## src/sv/aes_pkg.sv

```systemverilog
// Shared types, constants and byte functions for the AES-128 block.
package aes_pkg;

    localparam int unsigned NR = 10;

    typedef enum logic [0:0] {
        ACT_ENC = 1'b0,
        ACT_DEC = 1'b1
    } action_t;

    localparam logic [0:0] CFG_KEY_HIGH = 1'b0;
    localparam logic [0:0] CFG_KEY_LOW  = 1'b1;

    // Controller commands to the datapath.
    typedef struct packed {
        logic       load;       // capture input word and apply first key
        logic       round;      // run one round
        logic       last;       // final round: no column mix
        logic       key_start;  // load the cipher key into the schedule
        logic       key_step;   // advance the schedule by one round key
        logic [3:0] rk_idx;     // round key index for this cycle
    } aes_cmd_t;

    localparam logic [7:0] SBOX [256] = '{
        8'h63,8'h7c,8'h77,8'h7b,8'hf2,8'h6b,8'h6f,8'hc5,8'h30,8'h01,8'h67,8'h2b,8'hfe,8'hd7,8'hab,8'h76,
        8'hca,8'h82,8'hc9,8'h7d,8'hfa,8'h59,8'h47,8'hf0,8'had,8'hd4,8'ha2,8'haf,8'h9c,8'ha4,8'h72,8'hc0,
        8'hb7,8'hfd,8'h93,8'h26,8'h36,8'h3f,8'hf7,8'hcc,8'h34,8'ha5,8'he5,8'hf1,8'h71,8'hd8,8'h31,8'h15,
        8'h04,8'hc7,8'h23,8'hc3,8'h18,8'h96,8'h05,8'h9a,8'h07,8'h12,8'h80,8'he2,8'heb,8'h27,8'hb2,8'h75,
        8'h09,8'h83,8'h2c,8'h1a,8'h1b,8'h6e,8'h5a,8'ha0,8'h52,8'h3b,8'hd6,8'hb3,8'h29,8'he3,8'h2f,8'h84,
        8'h53,8'hd1,8'h00,8'hed,8'h20,8'hfc,8'hb1,8'h5b,8'h6a,8'hcb,8'hbe,8'h39,8'h4a,8'h4c,8'h58,8'hcf,
        8'hd0,8'hef,8'haa,8'hfb,8'h43,8'h4d,8'h33,8'h85,8'h45,8'hf9,8'h02,8'h7f,8'h50,8'h3c,8'h9f,8'ha8,
        8'h51,8'ha3,8'h40,8'h8f,8'h92,8'h9d,8'h38,8'hf5,8'hbc,8'hb6,8'hda,8'h21,8'h10,8'hff,8'hf3,8'hd2,
        8'hcd,8'h0c,8'h13,8'hec,8'h5f,8'h97,8'h44,8'h17,8'hc4,8'ha7,8'h7e,8'h3d,8'h64,8'h5d,8'h19,8'h73,
        8'h60,8'h81,8'h4f,8'hdc,8'h22,8'h2a,8'h90,8'h88,8'h46,8'hee,8'hb8,8'h14,8'hde,8'h5e,8'h0b,8'hdb,
        8'he0,8'h32,8'h3a,8'h0a,8'h49,8'h06,8'h24,8'h5c,8'hc2,8'hd3,8'hac,8'h62,8'h91,8'h95,8'he4,8'h79,
        8'he7,8'hc8,8'h37,8'h6d,8'h8d,8'hd5,8'h4e,8'ha9,8'h6c,8'h56,8'hf4,8'hea,8'h65,8'h7a,8'hae,8'h08,
        8'hba,8'h78,8'h25,8'h2e,8'h1c,8'ha6,8'hb4,8'hc6,8'he8,8'hdd,8'h74,8'h1f,8'h4b,8'hbd,8'h8b,8'h8a,
        8'h70,8'h3e,8'hb5,8'h66,8'h48,8'h03,8'hf6,8'h0e,8'h61,8'h35,8'h57,8'hb9,8'h86,8'hc1,8'h1d,8'h9e,
        8'he1,8'hf8,8'h98,8'h11,8'h69,8'hd9,8'h8e,8'h94,8'h9b,8'h1e,8'h87,8'he9,8'hce,8'h55,8'h28,8'hdf,
        8'h8c,8'ha1,8'h89,8'h0d,8'hbf,8'he6,8'h42,8'h68,8'h41,8'h99,8'h2d,8'h0f,8'hb0,8'h54,8'hbb,8'h16
    };

    localparam logic [7:0] INV_SBOX [256] = '{
        8'h52,8'h09,8'h6a,8'hd5,8'h30,8'h36,8'ha5,8'h38,8'hbf,8'h40,8'ha3,8'h9e,8'h81,8'hf3,8'hd7,8'hfb,
        8'h7c,8'he3,8'h39,8'h82,8'h9b,8'h2f,8'hff,8'h87,8'h34,8'h8e,8'h43,8'h44,8'hc4,8'hde,8'he9,8'hcb,
        8'h54,8'h7b,8'h94,8'h32,8'ha6,8'hc2,8'h23,8'h3d,8'hee,8'h4c,8'h95,8'h0b,8'h42,8'hfa,8'hc3,8'h4e,
        8'h08,8'h2e,8'ha1,8'h66,8'h28,8'hd9,8'h24,8'hb2,8'h76,8'h5b,8'ha2,8'h49,8'h6d,8'h8b,8'hd1,8'h25,
        8'h72,8'hf8,8'hf6,8'h64,8'h86,8'h68,8'h98,8'h16,8'hd4,8'ha4,8'h5c,8'hcc,8'h5d,8'h65,8'hb6,8'h92,
        8'h6c,8'h70,8'h48,8'h50,8'hfd,8'hed,8'hb9,8'hda,8'h5e,8'h15,8'h46,8'h57,8'ha7,8'h8d,8'h9d,8'h84,
        8'h90,8'hd8,8'hab,8'h00,8'h8c,8'hbc,8'hd3,8'h0a,8'hf7,8'he4,8'h58,8'h05,8'hb8,8'hb3,8'h45,8'h06,
        8'hd0,8'h2c,8'h1e,8'h8f,8'hca,8'h3f,8'h0f,8'h02,8'hc1,8'haf,8'hbd,8'h03,8'h01,8'h13,8'h8a,8'h6b,
        8'h3a,8'h91,8'h11,8'h41,8'h4f,8'h67,8'hdc,8'hea,8'h97,8'hf2,8'hcf,8'hce,8'hf0,8'hb4,8'he6,8'h73,
        8'h96,8'hac,8'h74,8'h22,8'he7,8'had,8'h35,8'h85,8'he2,8'hf9,8'h37,8'he8,8'h1c,8'h75,8'hdf,8'h6e,
        8'h47,8'hf1,8'h1a,8'h71,8'h1d,8'h29,8'hc5,8'h89,8'h6f,8'hb7,8'h62,8'h0e,8'haa,8'h18,8'hbe,8'h1b,
        8'hfc,8'h56,8'h3e,8'h4b,8'hc6,8'hd2,8'h79,8'h20,8'h9a,8'hdb,8'hc0,8'hfe,8'h78,8'hcd,8'h5a,8'hf4,
        8'h1f,8'hdd,8'ha8,8'h33,8'h88,8'h07,8'hc7,8'h31,8'hb1,8'h12,8'h10,8'h59,8'h27,8'h80,8'hec,8'h5f,
        8'h60,8'h51,8'h7f,8'ha9,8'h19,8'hb5,8'h4a,8'h0d,8'h2d,8'he5,8'h7a,8'h9f,8'h93,8'hc9,8'h9c,8'hef,
        8'ha0,8'he0,8'h3b,8'h4d,8'hae,8'h2a,8'hf5,8'hb0,8'hc8,8'heb,8'hbb,8'h3c,8'h83,8'h53,8'h99,8'h61,
        8'h17,8'h2b,8'h04,8'h7e,8'hba,8'h77,8'hd6,8'h26,8'he1,8'h69,8'h14,8'h63,8'h55,8'h21,8'h0c,8'h7d
    };

    function automatic logic [7:0] xtime(input logic [7:0] a);
        xtime = {a[6:0], 1'b0} ^ (a[7] ? 8'h1b : 8'h00);
    endfunction

    // Byte i of a 128-bit word sits in bits 127-8i downto 120-8i.
    function automatic logic [7:0] byte_at(input logic [127:0] w, input int i);
        byte_at = w[127 - 8 * i -: 8];
    endfunction

endpackage

```

## src/sv/aes_ctrl.sv

```systemverilog
// Round sequencer and key-schedule sequencer for the AES-128 block.
module aes_ctrl
(
    input  logic                clk,
    input  logic                rst_n,
    input  logic                in_fire,
    input  logic                in_action,
    input  logic                key_write,
    input  logic                out_fire,
    output logic                in_ready,
    output logic                out_valid,
    output aes_pkg::aes_cmd_t   cmd
);

    typedef enum logic [1:0] {
        ST_IDLE,
        ST_RUN,
        ST_DONE
    } state_t;

    state_t     state_reg, state_next;
    logic [3:0] round_reg, round_next;
    logic       dec_reg, dec_next;
    logic       key_busy_reg, key_busy_next;
    logic       key_pend_reg, key_pend_next;
    logic [3:0] key_cnt_reg, key_cnt_next;

    assign in_ready  = (state_reg == ST_IDLE) && !key_busy_reg && !key_pend_reg;
    assign out_valid = (state_reg == ST_DONE);

    always_comb
    begin
        state_next    = state_reg;
        round_next    = round_reg;
        dec_next      = dec_reg;
        key_busy_next = key_busy_reg;
        key_pend_next = key_pend_reg;
        key_cnt_next  = key_cnt_reg;
        cmd           = '0;
        // key schedule: start the cycle after a write, then ten steps
        if (key_write)
        begin
            key_pend_next = 1'b1;
            key_busy_next = 1'b0;
        end
        else if (key_pend_reg)
        begin
            cmd.key_start = 1'b1;
            key_pend_next = 1'b0;
            key_busy_next = 1'b1;
            key_cnt_next  = 4'd1;
        end
        else if (key_busy_reg)
        begin
            cmd.key_step = 1'b1;
            key_cnt_next = key_cnt_reg + 4'd1;
            if (key_cnt_reg == 4'(aes_pkg::NR))
            begin
                key_busy_next = 1'b0;
            end
        end
        cmd.rk_idx = key_cnt_reg;
        case (state_reg)
            ST_IDLE:
            begin
                if (in_fire)
                begin
                    cmd.load   = 1'b1;
                    cmd.rk_idx = in_action ? 4'(aes_pkg::NR) : 4'd0;
                    dec_next   = in_action;
                    round_next = 4'd1;
                    state_next = ST_RUN;
                end
            end
            ST_RUN:
            begin
                cmd.round  = 1'b1;
                cmd.last   = (round_reg == 4'(aes_pkg::NR));
                cmd.rk_idx = dec_reg ? 4'(aes_pkg::NR) - round_reg : round_reg;
                round_next = round_reg + 4'd1;
                if (round_reg == 4'(aes_pkg::NR))
                begin
                    state_next = ST_DONE;
                end
            end
            ST_DONE:
            begin
                if (out_fire)
                begin
                    state_next = ST_IDLE;
                end
            end
            default:
            begin
                state_next = ST_IDLE;
            end
        endcase
    end

    always_ff @(posedge clk or negedge rst_n)
    begin
        if (!rst_n)
        begin
            state_reg    <= ST_IDLE;
            round_reg    <= '0;
            dec_reg      <= 1'b0;
            key_busy_reg <= 1'b0;
            key_pend_reg <= 1'b0;
            key_cnt_reg  <= '0;
        end
        else
        begin
            state_reg    <= state_next;
            round_reg    <= round_next;
            dec_reg      <= dec_next;
            key_busy_reg <= key_busy_next;
            key_pend_reg <= key_pend_next;
            key_cnt_reg  <= key_cnt_next;
        end
    end

endmodule

```

## config.mk

```make
export PLATFORM = sky130hd
export DESIGN_NAME = aes_ctrl
export DESIGN_NICKNAME = d
export VERILOG_FILES = /design/src/sv/aes_pkg.sv /design/src/sv/aes_ctrl.sv
export SDC_FILE = /design/constraint.sdc
export NUM_CORES = 1
export LEC_CHECK = 0
export BUFFER_PORTS_ARGS = -buffer_cell sky130_fd_sc_hd__buf_2
export CORE_UTILIZATION = 50
export DETAILED_ROUTE_END_ITERATION = 8
export GPL_TIMING_DRIVEN = 0
export PLACE_DENSITY = 0.8
export SETUP_SLACK_MARGIN = 0.5
export SLEW_MARGIN = 5
export SYNTH_ARGS = -nofsm -noshare
export SYNTH_HDL_FRONTEND = slang
export SYNTH_SLANG_ARGS = --single-unit
```

## constraint.sdc

```tcl
create_clock -name clk -period 3.7 [get_ports clk]
set_clock_uncertainty 0.05 [all_clocks]
set_input_delay 0.37 -clock clk [delete_from_list [all_inputs] [get_ports clk]]
set_output_delay 0.37 -clock clk [all_outputs]
set_load 0.03 [all_outputs]
```

* Word level (Yosys, flattened, before mapping)
Cells that the tools add are included.
** Cells by class
- $add $sub $neg :: 3
- Eq/ne operators :: 7
- Multiplexer cells :: 24
- Bitwise logic cells :: 1
- Reduce and logical (&&, ||, !) cells :: 11
** Operators with widths (count)
- two-way mux 4 bit :: 6
- case mux 4 bit (2 select lines) :: 2
- two-way mux 1 bit :: 10
- two-way mux 2 bit :: 5
- adder 4 x 1 -> 4 bit (second input constant) :: 2
- == test 4 bit (second input constant) :: 2
- inequality test 2 bit (second input constant) :: 3
- case mux 2 bit (3 select lines) :: 1
- AND reduction 2 bit :: 3
- nonzero test 2 bit :: 2
- subtractor 4 bit (first input constant) :: 1
- AND reduction 3 bit :: 1
- == test 2 x 1 -> 1 bit (second input constant) :: 1
- == test 2 bit (second input constant) :: 1
- logical AND 1 bit :: 2
- logical NOT 1 bit :: 2
- logical NOT 2 bit :: 1
- NOT 1 bit :: 1
** Word-level totals
- Register bits :: 13
- Output and inout bits :: 11

* Depth between registers and ports, before layout
- Depth after elaboration :: 5
- Depth in mapped cells :: 6
- Mapped depth without buffers :: 5

* Worst setup path before layout
Ideal clock, no wire load.
- Kind :: reg2out
- Start point :: reg round_reg[0]
- End point :: out cmd[1] in the netlist's numbering
- Arrival :: 1.636 ns
- Setup slack :: 1.644 ns
- Stages on the path, launching flop included :: 5
- Buffers on the path :: 0
- Cell sequence :: dfrtp_1 -> inv_1 -> ha_1 -> mux2i_1 -> a221oi_1
** RTL lines
- start, declared :: line aes_ctrl.sv:22 : logic [3:0] round_reg, round_next;
- start signal, assigned :: line aes_ctrl.sv:114 : round_reg <= round_next;
- end, declared :: line aes_ctrl.sv:12 : output aes_pkg::aes_cmd_t cmd

==> summary.txt <==
Synth
  • Top-count cell post-synth: dfrtp_1
  • Avg Inst Size Synth: 8.83 sq um
  • Post-synth EDFFs: 0
  • Yosys warns: 0
  • Ys flop type: dfrtp_1
  • Cell taking the most area after synthesis: dfrtp_1
  • Net Count, Synth: 99
  • Mux contribution to synthesized area: 2.71%
  • Compound-cell area share of the yosys netlist: 18.2%
  • XOR/XNOR share of the synthesized area: 2.23%
  • Largest family of logic cells by synthesized area: simple AND/OR/NAND/NOR gates
  • Synth top area share: 41.4%
  • Synth top cells by count: dfrtp_1 (13), nand2_1 (12), o21ai_0 (12)
  • Post-Synth Adder-Cell Area: 6.37%
  • Synth cell types: 30
  • Synthesized cell area: 786 sq um
  • FF+latch count, synth: 13
  • Gate Count Post-Synth: 89
  • Top post-synthesis cells by area: dfrtp_1 (41%), o21ai_0 (7.6%), ha_1 (6.4%)
  • Synth async-reset ratio: 100%
  • Seq/Total Area, Yosys: 41.4%
  • Post-Synth Simple-Gate Area: 21.2%

GRT
  • GRT Resource Usage Total: 20.6%
  • Global-route wire length before repair: 2.73 mm
  • Largest net degree at the start of global routing: 14
  • Grt total ovfl: 0
  • Initial antenna violation count: 0
  • Vias in the first global route: 634

Power and ir drop
  • Total power: 806 uW
  • Maximum VDD drop: 0.651 mV
  • Power per Cell Area: 875 nW/um^2
  • Leak Pwr: 0.451 nW

Critical path
  • Critical path class: reg -> out
  • Worst EP required: 3280 ps
  • Startpoint Class: register
  • R2R cell count: 3
  • Crit path DAT: 1700 ps
  • CP max FO: 6
  • Crit end category: output pin

STA
  • RSZ-0062 raised after global routing: no
  • Final Setup Violations: 0
  • Post-layout min period: 2120 ps
  • Max frequency: 471 MHz
  • Final hold vios: 0
  • Relative slew slack: 80.8%
  • Fin crit share: 57.4%
  • Setup WS post-layout: 1580 ps
  • Fin. max-slew vios: 0
  • Least-Margin Pin Slew: 289 ps
  • Setup tns final: 0 ps
  • Minimum hold slack: 160 ps

Floorplanning
  • Placement Rows: 13
  • Top Ports: 17
  • Die H: 41.6 um
  • Die W: 41.6 um
  • Core area: 1380 sq um
  • Die area: 1730 sq um
  • Initial Util: 56.8%

Clocking
  • Worst-Skew Late Latency: 280 ps
  • H-tree depth: 1
  • Clock transition at path regs: 80 ps
  • Post-CTS setup buffer count: 0
  • Total CTS buffers: 3
  • Post-cts resize count: 0
  • CTS Hold Bufs: 1
  • CTS max path bufs: 2
  • CTS Sinks: 13
  • Root Buffer: clkbuf_4
  • CTS tree: yes

Layout
  • Fillers: 123
  • Share of layout cells above drive strength 1: 26.4%
  • Area delta synth->final: 17.2%
  • N_diodes: 0
  • Final nets: 121

Routing
  • Via-to-Cell Ratio: 5.50
  • Antenna Nets Post-Route: 0
  • Drt first pass iters: 4
  • Routed WL: 1.62 mm
  • Avg WL per Cell: 13.0 um
  • Drt first-iter violations: 27
  • DRC viols: 0
  • Vias: 688

Place
  • DPL Wire Length: 1.20 mm
  • Dpl ws: 1910 ps
  • # port buffers: 16
  • Routability cong.: 0.877

Run
  • Max_cap viols: 0

Outcome
  • Status: completed

Min path
  • Hold Path Cell Cnt: 1
  • Class of the worst hold path: in -> reg
## metrics by stage
stage                     utilization [%]  area, sq um  cells
after floorplan                         -          786     89
after global placement               64.0          885    120
after detailed placement             64.0          885    120
after CTS                            66.6          921    125
after global routing                 66.6          921    125
final                                66.6          921    125
## metal layers
layer | GRT usage (%) | share of wire, %
met2 | 31.3 | 46
met3 | 7.83 | 7.8
met1 | 27.7 | 45
met5 | 0 | 0
met4 | 5.16 | 0.74
## layout by cell type (no fill, tap or decap), types with 3 or more instances in the layout
master,n
dfrtp_1,13
nor2_1,7
nand2b_1,3
nor3_1,3
ha_1,4
o21ai_0,12
clkbuf_4,3
buf_2,18
a21oi_1,4
nand2_1,12
inv_1,5
## report_power, final
| group | switching (mW) | internal [mW] |
|---|---|---|
| Clock | 0.0447 | 0.0419 |
| Sequential | 0.0638 | 0.193 |
| Combinational | 0.284 | 0.178 |
| Total | 0.392 | 0.413 |
## cells by family (layout without fill, tap and decap cells)
kind of cell    Yosys count  count (layout)
buf+inv                  11              32
compound gates           23              23
mux                       2               2
fa+ha+maj                 4               4
simple gates             34              34
xor+xnor                  2               2
flops                    13              13
## critical path: stages (launching register included)
cell      delay (ps)
dfrtp_1          450
inv_1             80
ha_1             290
mux2i_1           70
a221oi_1         290
buf_2            250
## path summary, 6_finish.rpt
path	start	to	slack, ps
max	round_reg[0]	cmd[1]	1580
min	key_write	key_pend_reg	160
max reg2reg	round_reg[1]	round_reg[2]	2350
min reg2reg	round_reg[3]	round_reg[3]	500
max in group asynchronous	rst_n	key_cnt_reg[1]	2920
min in group asynchronous	rst_n	round_reg[0]	450
## final cells by class
type | instances | area (sq um) | area share [%]
flip-flops and latches | 13 | 325 | 35.3
multi-input cells | 65 | 398 | 43.2
well taps | 15 | 18.8 | 2.04
inverters | 6 | 22.5 | 2.45
plain buffers | 5 | 40.0 | 4.35
clock buffers | 4 | 26.3 | 2.85
repair buffers | 17 | 90.1 | 9.78
Power figures use the tool's default switching activity.
